## config.mk

```make
export PLATFORM = sky130hd
export DESIGN_NAME = sync_framed_serial_deframer
export DESIGN_NICKNAME = d
export VERILOG_FILES = /design/src/rtl/sfd_pkg.sv /design/src/rtl/sfd_front.sv /design/src/rtl/sfd_queue.sv /design/src/rtl/sfd_back.sv /design/src/rtl/sync_framed_serial_deframer.sv
export SDC_FILE = /design/constraint.sdc
export NUM_CORES = 1
export LEC_CHECK = 0
export ABC_AREA = 1
export BUFFER_PORTS_ARGS = -buffer_cell sky130_fd_sc_hd__buf_2
export CORE_MARGIN = 2
export CORE_UTILIZATION = 45
export DETAILED_ROUTE_END_ITERATION = 16
export GPL_ROUTABILITY_DRIVEN = 0
export PLACE_DENSITY = 0.64
export SLEW_MARGIN = 25
export SYNTH_ARGS = -nofsm -noshare
export SYNTH_HDL_FRONTEND = slang
export SYNTH_HIERARCHICAL = 1
export SYNTH_SLANG_ARGS = --single-unit
```

## constraint.sdc

```tcl
create_clock -name i_clk -period 3.8 [get_ports i_clk]
set_input_delay 0.19 -clock i_clk [delete_from_list [all_inputs] [get_ports i_clk]]
set_output_delay 0.19 -clock i_clk [all_outputs]
set_load 0.02 [all_outputs]
```

## src/rtl/sfd_pkg.sv

```systemverilog
// Package for the sync framed serial deframer.
// Holds the byte tags, the queue entry type and the register indexes.
// No dependencies.
`timescale 1ns / 1ps

package sfd_pkg;

    localparam int BYTE_W     = 8;
    localparam int ID_W       = 16;
    localparam int PAYLOAD_W  = 64;
    localparam int SLOT_W     = 3;
    localparam int CFG_IDX_W  = 1;
    localparam int TAG_W      = 3;

    localparam logic [CFG_IDX_W-1:0] CFG_SYNC_FIRST  = 1'd0;
    localparam logic [CFG_IDX_W-1:0] CFG_SYNC_SECOND = 1'd1;

    localparam logic [TAG_W-1:0] TAG_ID_HI = 3'd0;
    localparam logic [TAG_W-1:0] TAG_ID_LO = 3'd1;
    localparam logic [TAG_W-1:0] TAG_DATA  = 3'd2;
    localparam logic [TAG_W-1:0] TAG_COUNT = 3'd3;
    localparam logic [TAG_W-1:0] TAG_CHECK = 3'd4;

    localparam logic [BYTE_W-1:0] SYNC_FIRST_RST  = 8'd85;
    localparam logic [BYTE_W-1:0] SYNC_SECOND_RST = 8'd14;

    typedef struct packed {
        logic [TAG_W-1:0]  tag;
        logic [SLOT_W-1:0] slot;
        logic [BYTE_W-1:0] data;
    } t_entry;

    typedef struct packed {
        logic   push;
        t_entry entry;
    } t_push;

endpackage

```

## src/rtl/sfd_front.sv

```systemverilog
// Front end of the deframer: sync hunt, phase tracking, byte tagging.
// Depends on sfd_pkg.
`timescale 1ns / 1ps

module sfd_front
    import sfd_pkg::*;
#(
    parameter int PAYLOAD_BYTES = 8
) (
    input  logic                 i_clk,
    input  logic                 i_rst_n,
    input  logic                 i_cfg_we,
    input  logic [CFG_IDX_W-1:0] i_cfg_index,
    input  logic [BYTE_W-1:0]    i_cfg_wdata,
    input  logic                 i_accept,
    input  logic [BYTE_W-1:0]    i_rx_byte,
    output t_push                o_push
);

    localparam int IDX_W = $clog2(PAYLOAD_BYTES + 1);

    localparam logic [2:0] PH_SYNC1 = 3'd0;
    localparam logic [2:0] PH_SYNC2 = 3'd1;
    localparam logic [2:0] PH_IDHI  = 3'd2;
    localparam logic [2:0] PH_IDLO  = 3'd3;
    localparam logic [2:0] PH_DATA  = 3'd4;
    localparam logic [2:0] PH_CHECK = 3'd5;

    logic [BYTE_W-1:0] r_sync_first;
    logic [BYTE_W-1:0] r_sync_second;
    logic [2:0]        r_phase;
    logic [2:0]        n_phase;
    logic [IDX_W-1:0]  r_index;
    logic [IDX_W-1:0]  n_index;
    t_push             w_push;

    always_ff @(posedge i_clk) begin
        if (!i_rst_n) begin
            r_sync_first  <= SYNC_FIRST_RST;
            r_sync_second <= SYNC_SECOND_RST;
        end else if (i_cfg_we) begin
            case (i_cfg_index)
                CFG_SYNC_FIRST:  r_sync_first  <= i_cfg_wdata;
                CFG_SYNC_SECOND: r_sync_second <= i_cfg_wdata;
                default: ;
            endcase
        end
    end

    always_comb begin
        n_phase           = r_phase;
        n_index           = r_index;
        w_push.push       = 1'b0;
        w_push.entry.tag  = TAG_DATA;
        w_push.entry.slot = SLOT_W'(r_index);
        w_push.entry.data = i_rx_byte;
        case (r_phase)
            PH_SYNC2: begin
                n_phase = (i_rx_byte == r_sync_second) ? PH_IDHI : PH_SYNC1;
            end
            PH_IDHI: begin
                w_push.push      = 1'b1;
                w_push.entry.tag = TAG_ID_HI;
                n_phase          = PH_IDLO;
            end
            PH_IDLO: begin
                w_push.push      = 1'b1;
                w_push.entry.tag = TAG_ID_LO;
                n_index          = '0;
                n_phase          = PH_DATA;
            end
            PH_DATA: begin
                w_push.push = 1'b1;
                if (r_index < IDX_W'(PAYLOAD_BYTES)) begin
                    w_push.entry.tag = TAG_DATA;
                    n_index          = IDX_W'(r_index + 1'b1);
                end else begin
                    w_push.entry.tag = TAG_COUNT;
                    n_index          = '0;
                    n_phase          = PH_CHECK;
                end
            end
            PH_CHECK: begin
                w_push.push      = 1'b1;
                w_push.entry.tag = TAG_CHECK;
                n_phase          = PH_SYNC1;
            end
            default: begin
                n_phase = (i_rx_byte == r_sync_first) ? PH_SYNC2 : PH_SYNC1;
            end
        endcase
    end

    always_ff @(posedge i_clk) begin
        if (!i_rst_n) begin
            r_phase <= PH_SYNC1;
            r_index <= '0;
        end else if (i_accept) begin
            r_phase <= n_phase;
            r_index <= n_index;
        end
    end

    always_comb begin
        o_push      = w_push;
        o_push.push = w_push.push & i_accept;
    end

endmodule

```

## src/rtl/sfd_queue.sv

```systemverilog
// Two-entry queue of tagged bytes between front and back end.
// Depends on sfd_pkg.
`timescale 1ns / 1ps

module sfd_queue
    import sfd_pkg::*;
(
    input  logic   i_clk,
    input  logic   i_rst_n,
    input  t_push  i_push,
    output logic   o_full,
    input  logic   i_pop,
    output logic   o_empty,
    output t_entry o_head
);

    t_entry     r_mem [2];
    logic       r_wr_ptr;
    logic       r_rd_ptr;
    logic [1:0] r_count;
    logic       w_push;
    logic       w_pop;

    assign o_full  = (r_count == 2'd2);
    assign o_empty = (r_count == 2'd0);
    assign o_head  = r_mem[r_rd_ptr];
    assign w_push  = i_push.push & ~o_full;
    assign w_pop   = i_pop & ~o_empty;

    always_ff @(posedge i_clk) begin
        if (w_push) begin
            r_mem[r_wr_ptr] <= i_push.entry;
        end
    end

    always_ff @(posedge i_clk) begin
        if (!i_rst_n) begin
            r_wr_ptr <= 1'b0;
            r_rd_ptr <= 1'b0;
            r_count  <= 2'd0;
        end else begin
            if (w_push) begin
                r_wr_ptr <= ~r_wr_ptr;
            end
            if (w_pop) begin
                r_rd_ptr <= ~r_rd_ptr;
            end
            case ({w_push, w_pop})
                2'b10:   r_count <= r_count + 2'd1;
                2'b01:   r_count <= r_count - 2'd1;
                default: ;
            endcase
        end
    end

endmodule

```

## src/rtl/sfd_back.sv

```systemverilog
// Back end of the deframer: frame assembly, payload sum, output register.
// Depends on sfd_pkg.
`timescale 1ns / 1ps

module sfd_back
    import sfd_pkg::*;
(
    input  logic                 i_clk,
    input  logic                 i_rst_n,
    input  logic                 i_empty,
    input  t_entry               i_head,
    output logic                 o_pop,
    output logic                 o_out_valid,
    input  logic                 i_out_stall,
    output logic [ID_W-1:0]      o_msg_id,
    output logic [PAYLOAD_W-1:0] o_payload,
    output logic [BYTE_W-1:0]    o_count_byte,
    output logic [BYTE_W-1:0]    o_check_byte,
    output logic [BYTE_W-1:0]    o_payload_sum
);

    logic [ID_W-1:0]      r_id;
    logic [PAYLOAD_W-1:0] r_payload;
    logic [BYTE_W-1:0]    r_sum;
    logic [BYTE_W-1:0]    r_count;
    logic                 r_out_valid;
    logic [ID_W-1:0]      r_out_id;
    logic [PAYLOAD_W-1:0] r_out_payload;
    logic [BYTE_W-1:0]    r_out_count;
    logic [BYTE_W-1:0]    r_out_check;
    logic [BYTE_W-1:0]    r_out_sum;
    logic                 w_out_free;
    logic                 w_emit;

    assign w_out_free = ~r_out_valid | ~i_out_stall;
    assign o_pop      = ~i_empty & ((i_head.tag != TAG_CHECK) | w_out_free);
    assign w_emit     = o_pop & (i_head.tag == TAG_CHECK);

    always_ff @(posedge i_clk) begin
        if (!i_rst_n) begin
            r_id      <= '0;
            r_payload <= '0;
            r_sum     <= '0;
            r_count   <= '0;
        end else if (o_pop) begin
            case (i_head.tag)
                TAG_ID_HI: r_id <= {i_head.data, {BYTE_W{1'b0}}};
                TAG_ID_LO: r_id <= r_id | {{(ID_W-BYTE_W){1'b0}}, i_head.data};
                TAG_DATA: begin
                    r_payload[i_head.slot*BYTE_W +: BYTE_W] <= i_head.data;
                    r_sum <= r_sum + i_head.data;
                end
                TAG_COUNT: r_count <= i_head.data;
                TAG_CHECK: begin
                    r_payload <= '0;
                    r_sum     <= '0;
                end
                default: ;
            endcase
        end
    end

    always_ff @(posedge i_clk) begin
        if (!i_rst_n) begin
            r_out_valid <= 1'b0;
        end else if (w_out_free) begin
            r_out_valid <= w_emit;
        end
    end

    always_ff @(posedge i_clk) begin
        if (w_emit) begin
            r_out_id      <= r_id;
            r_out_payload <= r_payload;
            r_out_count   <= r_count;
            r_out_check   <= i_head.data;
            r_out_sum     <= r_sum;
        end
    end

    assign o_out_valid   = r_out_valid;
    assign o_msg_id      = r_out_id;
    assign o_payload     = r_out_payload;
    assign o_count_byte  = r_out_count;
    assign o_check_byte  = r_out_check;
    assign o_payload_sum = r_out_sum;

endmodule

```

## src/rtl/sync_framed_serial_deframer.sv

```systemverilog
// Top level of the sync framed serial deframer.
// Depends on sfd_pkg, sfd_front, sfd_queue and sfd_back.
//
// Takes one serial byte per transaction, one per clock while the input is not stalled, and
// emits one frame per completed frame: two sync bytes, a 16-bit identifier
// (high byte first), PAYLOAD_BYTES payload bytes, a count byte and a check
// byte. The received check byte and the computed payload sum mod 256 are
// both passed out; nothing is compared. The front end tags each frame byte
// after the sync pair and pushes it into a two-entry queue; the back end
// assembles the frame. A frame appears at the output once its check byte
// has passed through the queue register and been popped while the output
// register is free; the output register then loads it. Input stalls only
// when the queue is full, which happens when the output is held stalled.
`timescale 1ns / 1ps

module sync_framed_serial_deframer
    import sfd_pkg::*;
#(
    parameter int PAYLOAD_BYTES = 8
) (
    input  logic                 i_clk,
    input  logic                 i_rst_n,
    input  logic                 i_cfg_we,
    input  logic [CFG_IDX_W-1:0] i_cfg_index,
    input  logic [BYTE_W-1:0]    i_cfg_wdata,
    input  logic                 i_in_valid,
    output logic                 o_in_stall,
    input  logic [BYTE_W-1:0]    i_rx_byte,
    output logic                 o_out_valid,
    input  logic                 i_out_stall,
    output logic [ID_W-1:0]      o_msg_id,
    output logic [PAYLOAD_W-1:0] o_payload,
    output logic [BYTE_W-1:0]    o_count_byte,
    output logic [BYTE_W-1:0]    o_check_byte,
    output logic [BYTE_W-1:0]    o_payload_sum
);

    t_push  w_push;
    t_entry w_head;
    logic   w_full;
    logic   w_empty;
    logic   w_pop;
    logic   w_accept;

    assign o_in_stall = w_full;
    assign w_accept   = i_in_valid & ~w_full;

    sfd_front #(
        .PAYLOAD_BYTES (PAYLOAD_BYTES)
    ) u_front (
        .i_clk       (i_clk),
        .i_rst_n     (i_rst_n),
        .i_cfg_we    (i_cfg_we),
        .i_cfg_index (i_cfg_index),
        .i_cfg_wdata (i_cfg_wdata),
        .i_accept    (w_accept),
        .i_rx_byte   (i_rx_byte),
        .o_push      (w_push)
    );

    sfd_queue u_queue (
        .i_clk   (i_clk),
        .i_rst_n (i_rst_n),
        .i_push  (w_push),
        .o_full  (w_full),
        .i_pop   (w_pop),
        .o_empty (w_empty),
        .o_head  (w_head)
    );

    sfd_back u_back (
        .i_clk         (i_clk),
        .i_rst_n       (i_rst_n),
        .i_empty       (w_empty),
        .i_head        (w_head),
        .o_pop         (w_pop),
        .o_out_valid   (o_out_valid),
        .i_out_stall   (i_out_stall),
        .o_msg_id      (o_msg_id),
        .o_payload     (o_payload),
        .o_count_byte  (o_count_byte),
        .o_check_byte  (o_check_byte),
        .o_payload_sum (o_payload_sum)
    );

endmodule

```

==> parameters.txt <==
Parameter                              Value

Worst setup path
  Cell class contributing the biggest share of worst-path delay    simple AND/OR/NAND/NOR gates
  Flop-to-flop setup slack    740 ps
  Worst EP arrival    3540 ps
  Endpoint type of the worst setup path    flop
  Peak fanout along the critical path    12
  Worst Path Required    4280 ps
  Worst path max stage delay    560 ps
  Type of origin of the critical path    flop
  Count of buffering cells on the critical path with inverters included    2
  Type of the worst setup path    reg2reg
  Crit-path cells    mux2_2 > inv_1 > ha_1 > ha_1 > inv_1 > nand3_1 > nor2_2 > nand3_1 > nor2_1 > o21ai_0 > nor2_1
  CP max stage cell    sky130_fd_sc_hd__dfxtp_1

STA
  Sum of negative setup slack    0 ps
  Unrepaired setup endpoints after global routing    no
  Final clock skew    29.3 ps
  Min cycle time layout    3060 ps
  Timing-limited maximum frequency    0.327 GHz
  Ratio of final minimum period to clock period    0.806
  Number of failing setup endpoints in the final timing report    0
  Setup WS post-layout    739 ps
  Final Max Tran Viols    0
  Slew HR    0.524
  Worst-Margin Slew    712 ps
  Fin. Hold Viols    0

Clocking
  CTS clk-pin slew, worst paths    60 ps
  Number of clock buffers inserted by TritonCTS    26
  Clock tree from TritonCTS    yes
  Maximum buffer depth of the clock tree    3
  Sink Count    257
  Clock latency at the later pin of the worst-skew pair    540 ps
  Root buffer selected by CTS    sky130_fd_sc_hd__clkbuf_16
  Post_cts resized    0
  Maximum level of the CTS H-tree    1

Synthesis
  Commonest cells post-synth    187 x sky130_fd_sc_hd__nand2_1, 132 x sky130_fd_sc_hd__edfxtp_1, 131 x sky130_fd_sc_hd__nor2_1, 125 x sky130_fd_sc_hd__dfxtp_1, 89 x sky130_fd_sc_hd__inv_1
  Cell area after synthesis    0.0102 mm2
  Post-synthesis sequential area ratio    0.633
  Main area contributors after synthesis    sky130_fd_sc_hd__edfxtp_1 39%, sky130_fd_sc_hd__dfxtp_1 25%, sky130_fd_sc_hd__nand2_1 6.9%
  Flip-flop and latch count after synthesis    257
  Leading cell type by number of instances after synthesis    sky130_fd_sc_hd__nand2_1
  Share of the synthesized area in the top cell type    0.388
  Cells after Synth    1004
  Number of enable-type register cells in the synthesized netlist    132
  Distinct cell type count after synthesis    40
  Dominant register cell in the synthesized netlist    sky130_fd_sc_hd__edfxtp_1
  Mean instance size in the synthesized netlist    10.2 um2
  Share of async-settable or async-resettable flops after synthesis    0
  Library cell with the largest summed area after synthesis    sky130_fd_sc_hd__edfxtp_1
  Total of warnings raised by yosys    6
  Syn_nets    1039

Routing
  Avg Vias per Cell    4.96
  Antenna-violating nets left    0
  First-pass iteration count of the detailed router    5
  Drt wl/cell    15.1 um
  Final WL    21.8 mm
  Vias after detailed routing    7172
  # DRC    0
  Number of design-rule violations left by the first detailed-router iteration    378

GRT
  Leftover overflow at the end of global routing    0
  Antenna violations before repair    0
  First-pass GRT wire length    34.7 mm
  GRT Overall Usage    0.181
  Maximum number of pins on one net before global-route repair    65
  Via count of the first global-routing pass    6636

Flow run
  Max Cap Viol    0

Pwr
  Worst vdd ir    0.293 mV
  LEAKAGE    5.02 nW
  Total Power    5.83 mW
  Relative contribution of the clock network to total power    0.451
  Seq pwr share    0.505
  Pwr per Cell Area    484 mW/mm2
  Relative contribution of combinational cells to total power    0.044
  Internal power    4.59 mW
  Reported net switching power    1.24 mW
  Switching portion of total power    0.213

Place
  Total half-perimeter wirelength after legalization and detailed placement    14.5 mm
  Area post-placement    0.0110 mm2
  Pre-CTS worst setup slack    748 ps
  # port buffers    127

Layout
  Area of all placed cells without fillers    0.0121 mm2
  # diodes    0
  NumNets Final    1175
  Fraction of layout cells with a size suffix above 1    0.198
  Layout area overhead    18.2%
  Filler instances    2012
  Area used by multi-input combinational logic    0.00312 mm2
  Flip-flop and latch area    0.00647 mm2
  Core Util, Final    0.538

Die
  Width of the chip    155 um
  Number of rows created at floorplan    55
  Floorplan core area    0.0224 mm2
  Die height    155 um
  Starting density of the core    0.455
  I/O Pins    128
  DIE AREA    0.0239 mm2

Hold path
  Type of the worst min-delay path    in2reg
  Hold path startpoint    i_cfg_index

Status
  Status    complete, no violations
[worst min-delay path, stage by stage]
cell and delay [ps]:
sky130_fd_sc_hd__buf_2 110, sky130_fd_sc_hd__nor2_4 60, sky130_fd_sc_hd__nand2_1 50, sky130_fd_sc_hd__nand3_1 60
[state kept, by name, indices dropped and copies added (netlist names), 16 cells and up, named ones only]
register,flops
u_back/o_msg_id,16
u_back/o_payload,64
u_back/r_id,16
u_back/r_payload,64
u_queue/r_mem,28
[layout make-up]
type / instances / share of cell area
clock inverters: 11 / 0.0127
clock buffers: 37 / 0.0617
well taps: 285 / 0.0296
flip-flops and latches: 257 / 0.536
multi-input cells: 608 / 0.258
repair buffers: 148 / 0.0701
inverters: 99 / 0.0313
[power by group through the flow]
stage | combinational [mW] | sequential (mW) | clock (mW)
6_report | 0.257 | 2.95 | 2.63
2_1_floorplan | 0.176 | 3.01 | 0
4_1_cts | 0.257 | 2.95 | 2.69
3_3_place_gp | 0.239 | 3.01 | 0
5_1_grt | 0.288 | 2.95 | 2.81
3_5_place_dp | 0.243 | 3.01 | 0
[repair_timing]
item,4_1_cts,5_1_grt
hold buffers,16,0
buffers inserted,0,0
endpoints found under the setup margin,0,0
endpoints found under the hold margin,32,0
[layout by cell type (no fill, tap or decap), types with 9 or more instances in the layout]
cell                              n
sky130_fd_sc_hd__dfxtp_1        125
sky130_fd_sc_hd__edfxtp_1       132
sky130_fd_sc_hd__clkbuf_16       28
sky130_fd_sc_hd__o21ai_0         26
sky130_fd_sc_hd__dlygate4sd3_1   16
sky130_fd_sc_hd__nor3_1          10
sky130_fd_sc_hd__ha_1            12
sky130_fd_sc_hd__buf_2          127
sky130_fd_sc_hd__nand2_1        187
sky130_fd_sc_hd__mux2_2          14
sky130_fd_sc_hd__xnor2_1          9
sky130_fd_sc_hd__nand3_1         68
sky130_fd_sc_hd__a21oi_1         80
sky130_fd_sc_hd__nor2_1         131
sky130_fd_sc_hd__inv_1           88
[metrics by stage]
step	hold WS (ps)	cells
6_report	16.1	1445
5_1_grt	19.7	1445
4_1_cts	3.06	1445
3_5_place_dp	415	1381
3_3_place_gp	408	1381
2_1_floorplan	303	1004
[final timing paths]
check        cells past startpoint                       to
max                             11      u_back/r_payload[1]
min                              4  u_front/r_sync_first[6]
max reg2reg                     11      u_back/r_payload[1]
min reg2reg                      0     u_back/o_payload[21]
[kinds of logic after synthesis]
logic type | Yosys count | synth area share
AO/OA/AOI/OAI | 123 | 0.0639
XOR/XNOR | 13 | 0.0112
adder cells (fa/ha/maj) | 13 | 0.0167
buffers and inverters | 139 | 0.0612
flip-flops | 257 | 0.633
multiplexers | 14 | 0.0154
AND/OR/NAND/NOR | 445 | 0.198
[metal layers]
metal	global-route usage	up-vias	part of all wire
li1	-	3591	-
met1	0.249	3350	0.46
met2	0.301	197	0.46
met3	0.0289	34	0.051
met4	0.0489	0	0.021
met5	0	-	0
(Power assumes the default switching activity.)
